$ cat src/rtl/core/xtf_pkg.sv
`default_nettype none

package xtf_pkg;

	// Character codes used by the filter.
	localparam logic [15:0] CH_TAB  = 16'd9;
	localparam logic [15:0] CH_LF   = 16'd10;
	localparam logic [15:0] CH_CR   = 16'd13;
	localparam logic [15:0] CH_SP   = 16'd32;
	localparam logic [15:0] CH_HASH = 16'd35;
	localparam logic [15:0] CH_AMP  = 16'd38;
	localparam logic [15:0] CH_SEMI = 16'd59;
	localparam logic [15:0] CH_DIG0 = 16'd48;
	localparam logic [15:0] CH_DIG9 = 16'd57;

	localparam int unsigned LEN_W = 15;
	localparam logic [LEN_W-1:0] MAX_STRING_LENGTH = 15'd16384;

	// Entity parser phases.
	typedef enum logic [1:0] {
		PH_TEXT  = 2'd0,
		PH_AMP   = 2'd1,
		PH_DIGIT = 2'd2,
		PH_SPARE = 2'd3
	} xtf_phase_t;

	// Running state carried from one character to the next.
	typedef struct packed {
		xtf_phase_t       phase;
		logic [15:0]      ent_value;
		logic             prev_lf;
		logic             space_run;
		logic             cr_pending;
		logic [LEN_W-1:0] count;
	} xtf_state_t;

	// One result transaction.
	typedef struct packed {
		logic [15:0]      char_out;
		logic             char_valid;
		logic             end_of_string;
		logic [LEN_W-1:0] out_length;
	} xtf_result_t;

	// Everything the step logic derives from one character.
	typedef struct packed {
		xtf_result_t r0;
		xtf_result_t r1;
		logic [1:0]  n_results;
		xtf_state_t  next_state;
	} xtf_step_t;

endpackage

`default_nettype wire

$ cat src/rtl/core/xtf_step.sv
`default_nettype none

module xtf_step (
	input  wire logic [15:0]        code_unit,
	input  wire logic               last_unit,
	input  wire logic               preserve_whitespace,
	input  wire xtf_pkg::xtf_state_t state,
	output xtf_pkg::xtf_step_t      step
);
	import xtf_pkg::*;

	logic [15:0]      ch;
	logic [15:0]      ent_times10;
	logic [15:0]      dig;
	logic [LEN_W-1:0] cnt;
	logic [1:0]       n;
	logic             is_digit;

	// Decimal accumulation: value * 10 as two shifts and an add.
	assign ent_times10 = {state.ent_value[12:0], 3'b000} + {state.ent_value[14:0], 1'b0};
	assign dig         = ch - CH_DIG0;
	assign is_digit    = (ch >= CH_DIG0) && (ch <= CH_DIG9);

	// Whitespace folding when whitespace is collapsed.
	always_comb begin
		ch = code_unit;
		if (!preserve_whitespace && (code_unit == CH_CR || code_unit == CH_LF ||
			code_unit == CH_TAB)) begin
			ch = CH_SP;
		end
	end

	// Work out up to two results and the next state for this character.
	always_comb begin
		xtf_state_t  ns;
		xtf_result_t r0;
		xtf_result_t r1;
		logic        emit_a;
		logic [15:0] char_a;
		logic        emit_b;
		logic [15:0] char_b;
		logic [LEN_W-1:0] cnt_a;

		ns     = state;
		emit_a = 1'b0;
		char_a = CH_LF;
		emit_b = 1'b0;
		char_b = ch;

		// A waiting carriage return turns into a line feed first.
		if (state.cr_pending) begin
			ns.cr_pending = 1'b0;
			if (ch != CH_LF) begin
				emit_a = 1'b1;
			end
		end

		if (ch == CH_CR) begin
			if (!state.prev_lf) begin
				if (last_unit) begin
					emit_b = 1'b1;
					char_b = CH_LF;
				end else begin
					ns.cr_pending = 1'b1;
				end
			end
		end else if (ch == CH_LF) begin
			emit_b = 1'b1;
			char_b = CH_LF;
		end else if (ch == CH_AMP) begin
			ns.phase     = PH_AMP;
			ns.ent_value = '0;
		end else if (state.phase == PH_TEXT) begin
			if (ch == CH_SP) begin
				emit_b       = preserve_whitespace || !state.space_run;
				ns.space_run = 1'b1;
			end else begin
				emit_b       = 1'b1;
				ns.space_run = 1'b0;
			end
		end else begin
			if (state.phase == PH_DIGIT && is_digit) begin
				ns.ent_value = ent_times10 + dig;
			end else if (ch == CH_HASH && state.phase == PH_AMP) begin
				ns.phase = PH_DIGIT;
			end else if (ch == CH_SEMI) begin
				emit_b       = (state.ent_value != 16'd0);
				char_b       = state.ent_value;
				ns.phase     = PH_TEXT;
				ns.space_run = 1'b0;
			end else begin
				ns.phase = PH_TEXT;
			end
		end

		ns.prev_lf = (ch == CH_LF);

		// Saturating length after each emitted character.
		cnt_a = state.count;
		if (emit_a && cnt_a < MAX_STRING_LENGTH) begin
			cnt_a = cnt_a + 1'b1;
		end
		cnt = cnt_a;
		if (emit_b && cnt < MAX_STRING_LENGTH) begin
			cnt = cnt + 1'b1;
		end
		ns.count = cnt;

		// Pack results in emission order.
		r0 = '0;
		r1 = '0;
		n  = 2'd0;
		if (emit_a) begin
			r0 = '{char_out: CH_LF, char_valid: 1'b1, end_of_string: 1'b0, out_length: cnt_a};
			n  = 2'd1;
			if (emit_b) begin
				r1 = '{char_out: char_b, char_valid: 1'b1, end_of_string: last_unit,
					out_length: cnt};
				n  = 2'd2;
			end else begin
				r0.end_of_string = last_unit;
			end
		end else if (emit_b) begin
			r0 = '{char_out: char_b, char_valid: 1'b1, end_of_string: last_unit,
				out_length: cnt};
			n  = 2'd1;
		end else if (last_unit) begin
			// Closing result without a character.
			r0 = '{char_out: 16'd0, char_valid: 1'b0, end_of_string: 1'b1,
				out_length: state.count};
			n  = 2'd1;
		end

		// The string is over: start afresh.
		if (last_unit) begin
			ns = '0;
		end

		step.r0         = r0;
		step.r1         = r1;
		step.n_results  = n;
		step.next_state = ns;
	end

endmodule

`default_nettype wire

$ cat src/rtl/core/xml_text_whitespace_entity_filter.sv
`default_nettype none
// A character is registered in the input stage, its first result in the result register.
// One character per cycle while the result register is free; a character that releases
// a waiting line feed as well as its own result holds the input stage until both are loaded.
// Rate is set by the single result register, which takes one result per cycle when free.
// Reset: arst_n clears the filter state, the stage valid flags and preserve_whitespace.

module xml_text_whitespace_entity_filter (
	input  wire logic        clk,
	input  wire logic        arst_n,
	// Configuration write: preserve_whitespace.
	input  wire logic        cfg_valid,
	output logic             cfg_ready,
	input  wire logic        cfg_data,
	// Input stream.
	input  wire logic        s_axis_tvalid,
	output logic             s_axis_tready,
	input  wire logic [15:0] s_axis_tdata,   // [15:0] code_unit
	input  wire logic        s_axis_tlast,   // last_unit
	// Result stream.
	output logic             m_axis_tvalid,
	input  wire logic        m_axis_tready,
	output logic [31:0]      m_axis_tdata,   // [15:0] char_out, [30:16] out_length, [31] zero
	output logic             m_axis_tuser,   // char_valid
	output logic             m_axis_tlast    // end_of_string
);
	import xtf_pkg::*;

	logic        preserve_q;
	logic        valid_s1;
	logic [15:0] code_s1;
	logic        last_s1;
	logic        second_q;
	xtf_state_t  state_q;
	xtf_step_t   step;
	logic        out_valid_q;
	xtf_result_t out_q;
	logic        out_free;
	logic        load_out;
	logic        done_s1;

	// Configuration register, always ready.
	assign cfg_ready = 1'b1;
	always_ff @(posedge clk or negedge arst_n) begin
		if (!arst_n) begin
			preserve_q <= 1'b0;
		end else if (cfg_valid) begin
			preserve_q <= cfg_data;
		end
	end

	// Step logic for the character in the input stage.
	xtf_step u_step (
		.code_unit           (code_s1),
		.last_unit           (last_s1),
		.preserve_whitespace (preserve_q),
		.state               (state_q),
		.step                (step)
	);

	// Handshake control between input stage and result register.
	assign out_free      = !out_valid_q || m_axis_tready;
	assign load_out      = valid_s1 && out_free && (step.n_results != 2'd0);
	assign done_s1       = valid_s1 && out_free && (step.n_results != 2'd2 || second_q);
	assign s_axis_tready = !valid_s1 || done_s1;

	// Input stage.
	always_ff @(posedge clk or negedge arst_n) begin
		if (!arst_n) begin
			valid_s1 <= 1'b0;
		end else if (s_axis_tready) begin
			valid_s1 <= s_axis_tvalid;
		end
	end

	always_ff @(posedge clk) begin
		if (s_axis_tready && s_axis_tvalid) begin
			code_s1 <= s_axis_tdata;
			last_s1 <= s_axis_tlast;
		end
	end

	// Second-result flag and the running state, committed when the character completes.
	always_ff @(posedge clk or negedge arst_n) begin
		if (!arst_n) begin
			second_q <= 1'b0;
			state_q  <= '0;
		end else begin
			if (done_s1) begin
				second_q <= 1'b0;
				state_q  <= step.next_state;
			end else if (load_out) begin
				second_q <= 1'b1;
			end
		end
	end

	// Result register.
	always_ff @(posedge clk or negedge arst_n) begin
		if (!arst_n) begin
			out_valid_q <= 1'b0;
		end else if (out_free) begin
			out_valid_q <= load_out;
		end
	end

	always_ff @(posedge clk) begin
		if (load_out) begin
			out_q <= second_q ? step.r1 : step.r0;
		end
	end

	assign m_axis_tvalid = out_valid_q;
	assign m_axis_tdata  = {1'b0, out_q.out_length, out_q.char_out};
	assign m_axis_tuser  = out_q.char_valid;
	assign m_axis_tlast  = out_q.end_of_string;

`ifndef ASSERT_OFF
	// The second result is only ever pending for a character still held.
	a_second_held: assert property (@(posedge clk) disable iff (!arst_n)
		second_q |-> valid_s1)
		else $error("second result pending without a held character");

	// After the second result is handed on, the character completes.
	a_second_done: assert property (@(posedge clk) disable iff (!arst_n)
		(second_q && out_free) |=> !second_q)
		else $error("second result flag stuck");

	// A result without a character is only the closing one.
	a_empty_is_close: assert property (@(posedge clk) disable iff (!arst_n)
		(out_valid_q && !out_q.char_valid) |-> out_q.end_of_string)
		else $error("empty result that does not close a string");

	// A finished string leaves no state behind.
	a_clear_after_last: assert property (@(posedge clk) disable iff (!arst_n)
		(done_s1 && last_s1) |=> (state_q == '0))
		else $error("state not cleared after the last character");
`endif

endmodule

`default_nettype wire

$ cat config.mk
export PLATFORM = sky130hd
export DESIGN_NAME = xml_text_whitespace_entity_filter
export DESIGN_NICKNAME = d
export VERILOG_FILES = /design/src/rtl/core/xtf_pkg.sv /design/src/rtl/core/xtf_step.sv /design/src/rtl/core/xml_text_whitespace_entity_filter.sv
export SDC_FILE = /design/constraint.sdc
export NUM_CORES = 1
export LEC_CHECK = 0
export ABC_AREA = 1
export BUFFER_PORTS_ARGS = -buffer_cell sky130_fd_sc_hd__buf_2
export CAP_MARGIN = 10
export CORE_ASPECT_RATIO = 1.1
export CORE_MARGIN = 3
export CORE_UTILIZATION = 50
export DETAILED_ROUTE_END_ITERATION = 7
export GPL_ROUTABILITY_DRIVEN = 0
export HOLD_SLACK_MARGIN = 0.1
export PLACE_DENSITY = 0.7
export SYNTH_ARGS = -nofsm -noshare
export SYNTH_HDL_FRONTEND = slang
export SYNTH_HIERARCHICAL = 1
export SYNTH_SLANG_ARGS = --single-unit
export TNS_END_PERCENT = 30
$ cat constraint.sdc
create_clock -name clk -period 5.52 [get_ports clk]
set_input_delay 0.828 -clock clk [delete_from_list [all_inputs] [get_ports clk]]
set_output_delay 0.828 -clock clk [all_outputs]
set_load 0.1 [all_outputs]
==> results.txt <==
Status: complete, no violations
Post-Route WL: 18.9 mm
CP startpoint: code_s1[6]$_DFFE_PP_
P_sw: 646 uW
Final setup margin: 0.851 ns
Layout Skew: 0.0134 ns
Hold-fix buffers, CTS: 0
First-pass GRT wire length: 31.0 mm
Fmax: 0.214 GHz
Clock share of power: 31.9%
Synth cell types: 44
Internal: 1.16 mW
Num CTS Buffers: 9
TritonCTS clock tree: yes
YS warnings: 6
Share of cells above drive strength 1: 11.9%
Final Instance Area: 7810 um2
CP Launch Type: register
R2R Path Start: code_s1[6]$_DFFE_PP_
Setup TNS: 0 ns
IO buf count: 57
Via count: 6610
GR Overflow Total: 0
GRT met2 Usage: 37.3%
PostCTS Resize Cnt: 0
Max-Cap Viols: 0
DRT Pass-1 Iters: 5
Die area: 15900 um2
Area share of the largest cell type after synthesis: 20.8%
Post-CTS setup buffers: 0
R2R Path End: state_q[33]$_DFFE_PN0P_
Routed Antenna Nets: 0
Crit path arrival time: 3.84 ns
Vias in the first global route: 6147
Most common library cell in the layout ignoring fill and taps: nand2_1
Clk pin slew, worst setup/hold paths: 0.07 ns
Register area: 2500 um2
Net Sw Frac: 35.8%
Max IR drop VDD: 0.158 mV
Avg Inst Size Synth: 7.22 um2
Final Hold Vio Count: 0
DP Worst Slack: 1.15 ns
Layout area overhead: 8.07%
Final Net Count: 1099
I/O pins: 60
Min-delay worst type: register to register
RSZ-0062 raised after global routing: no
GR Util met3: 2.96%
Detail Placement HPWL: 14.2 mm
Seq cells post-synth: 90
Fin Hold WS: 0.484 ns
Leakage power: 3.77 nW
Leading cell types in the layout, fill and taps excluded: nand2_1, inv_1, nor2_1
Fillcell total: 1372
Critical setup path kind: register to primary output
Register area share after synthesis: 34.6%
Power per cell area: 231 nW/um2
Mapped Cells: 1002
Crit path to: s_axis_tready
Pin count of the biggest net entering global routing: 41
# diodes: 0
Fin crit share: 84.6%
Max-slew violation count: 0
Vias per cell: 5.39
Minimum clock period after layout: 4.67 ns
Crit path max fanout: 20
Crit. End Element: primary output
Clock Latency Late Sink: 0.35 ns
Post-Syn Nets: 1067
CTS sink count: 90
DIE WIDTH: 121 um
Least-Margin Pin Slew: 1.19 ns
Final core utilization: 55.9%
Site row count: 45
Clk Tree Root Cell: clkbuf_16
Die height: 132 um
Initial antenna violation count: 0
Rel. slew slack: 20.9%
Data required time of the worst path: 4.69 ns
Grt met1 use: 34.6%
Core Region: 14000 um2
DR WL/cell: 15.4 um
R2R depth: 24
Flop pwr share: 43.5%
Setup violators final: 0
Maximum clock path buffer count: 2
Post-synth top area cell: edfxtp_1
GRT Total Usage: 24.1%
Flop2flop setup slack: 1.08 ns
Busiest grt layer: met2
Combinational Power Share: 24.7%
Initial drt markers: 660
DP Area: 7540 um2
Top cells by area, synth: edfxtp_1, nand2_1, dfrtp_1
DRC viols: 0
Initial Utilization: 51.8%
H-tree levels: 3
Mapped cell area: 7230 um2
Area of the multi-input gates: 3980 um2
-- layer usage --
metal | share of wire (%) | vias up
li1 | - | 3278
met2 | 46 | 291
met3 | 8.2 | 46
met1 | 43 | 2995
met5 | 0 | -
met4 | 2.8 | 0
-- cell usage after synthesis, drive strengths merged --
cell type,n
xnor2,8
clkinv,1
fa,13
a21oi,47
nor4,6
conb,2
buf,23
edfxtp,50
o32ai,2
o211ai,2
a211oi,2
dfrtp,40
o21a,1
o21ai,34
inv,131
o221ai,1
nand2,316
xor2,26
clkbuf,18
nor2,116
ha,29
a21o,1
o22ai,8
nand4,20
nor3,17
o41ai,2
nand3,77
mux2,1
a31oi,2
o21bai,6
-- per-stage QoR --
stage | instances | total power, mW
3_5_place_dp | 1211 | 1.24
3_3_place_gp | 1211 | 1.24
4_1_cts | 1227 | 1.81
5_1_grt | 1227 | 1.88
6_report | 1227 | 1.80
2_1_floorplan | 1002 | 1.15
-- worst max-delay path, stage by stage, from the launching register on --
cell      delay (ns)
edfxtp_1        0.45
nor2_2          0.21
nand2_1         0.07
nor2_1          0.15
nand3_2         0.24
nand3_1         0.31
nor2_2          0.10
nand2_4         0.15
nand2_1         0.38
nand2_1         0.32
inv_1           0.13
a21oi_1         0.18
inv_1           0.10
nand3_4         0.11
nand2_4         0.06
nand2_1         0.09
buf_2           0.42
-- worst min-delay path by stage --
| stage | slack (ns) | cells past startpoint | start | to |
|---|---|---|---|---|
| floorplan | 0.44 | 2 | state_q[15]$_DFFE_PN0P_ | state_q[15]$_DFFE_PN0P_ |
| global placement | 0.46 | 2 | state_q[14]$_DFFE_PN0P_ | state_q[14]$_DFFE_PN0P_ |
| detailed placement | 0.48 | 2 | state_q[14]$_DFFE_PN0P_ | state_q[14]$_DFFE_PN0P_ |
| CTS | 0.49 | 2 | state_q[14]$_DFFE_PN0P_ | state_q[14]$_DFFE_PN0P_ |
| global route | 0.50 | 2 | state_q[14]$_DFFE_PN0P_ | state_q[14]$_DFFE_PN0P_ |
| finish | 0.48 | 2 | state_q[14]$_DFFE_PN0P_ | state_q[14]$_DFFE_PN0P_ |
-- layout make-up --
cell class                 instances  area share [%]
inverter                         132            6.41
sequential                        90            32.0
clock buffer                      10            2.93
tap                              188            3.01
timing repair buffer              62            4.13
multi-input combinational        739            51.0
clock inverter                     6           0.512
-- flip-flops by register name, summed over array words and instances (netlist names) --
name / flops
m_axis_tvalid: 1
state_q: 36
code_s1: 16
m_axis_tlast: 1
m_axis_tdata: 31
second_q: 1
preserve_q: 1
valid_s1: 1
m_axis_tuser: 1
last_s1: 1
-- power groups by stage --
stage / clock (mW) / sequential, mW / combinational (mW)
floorplan: 0 / 0.964 / 0.189
global route: 0.616 / 0.787 / 0.478
CTS: 0.585 / 0.783 / 0.444
global placement: 0 / 0.796 / 0.442
finish: 0.575 / 0.784 / 0.444
detailed placement: 0 / 0.797 / 0.442
-- logic make-up (layout without fill, tap and decap cells) --
family	count (synthesis)	after routing	synth area share (%)
simple gates	552	552	33.6
buf+inv	173	210	10.3
compound gates	108	108	8.38
flops	90	90	34.6
fa+ha+maj	42	42	8.62
xor+xnor	34	34	4.22
other cells	2	2	0.104
mux	1	1	0.156
Note: power is estimated with default switching activity, not from simulation.
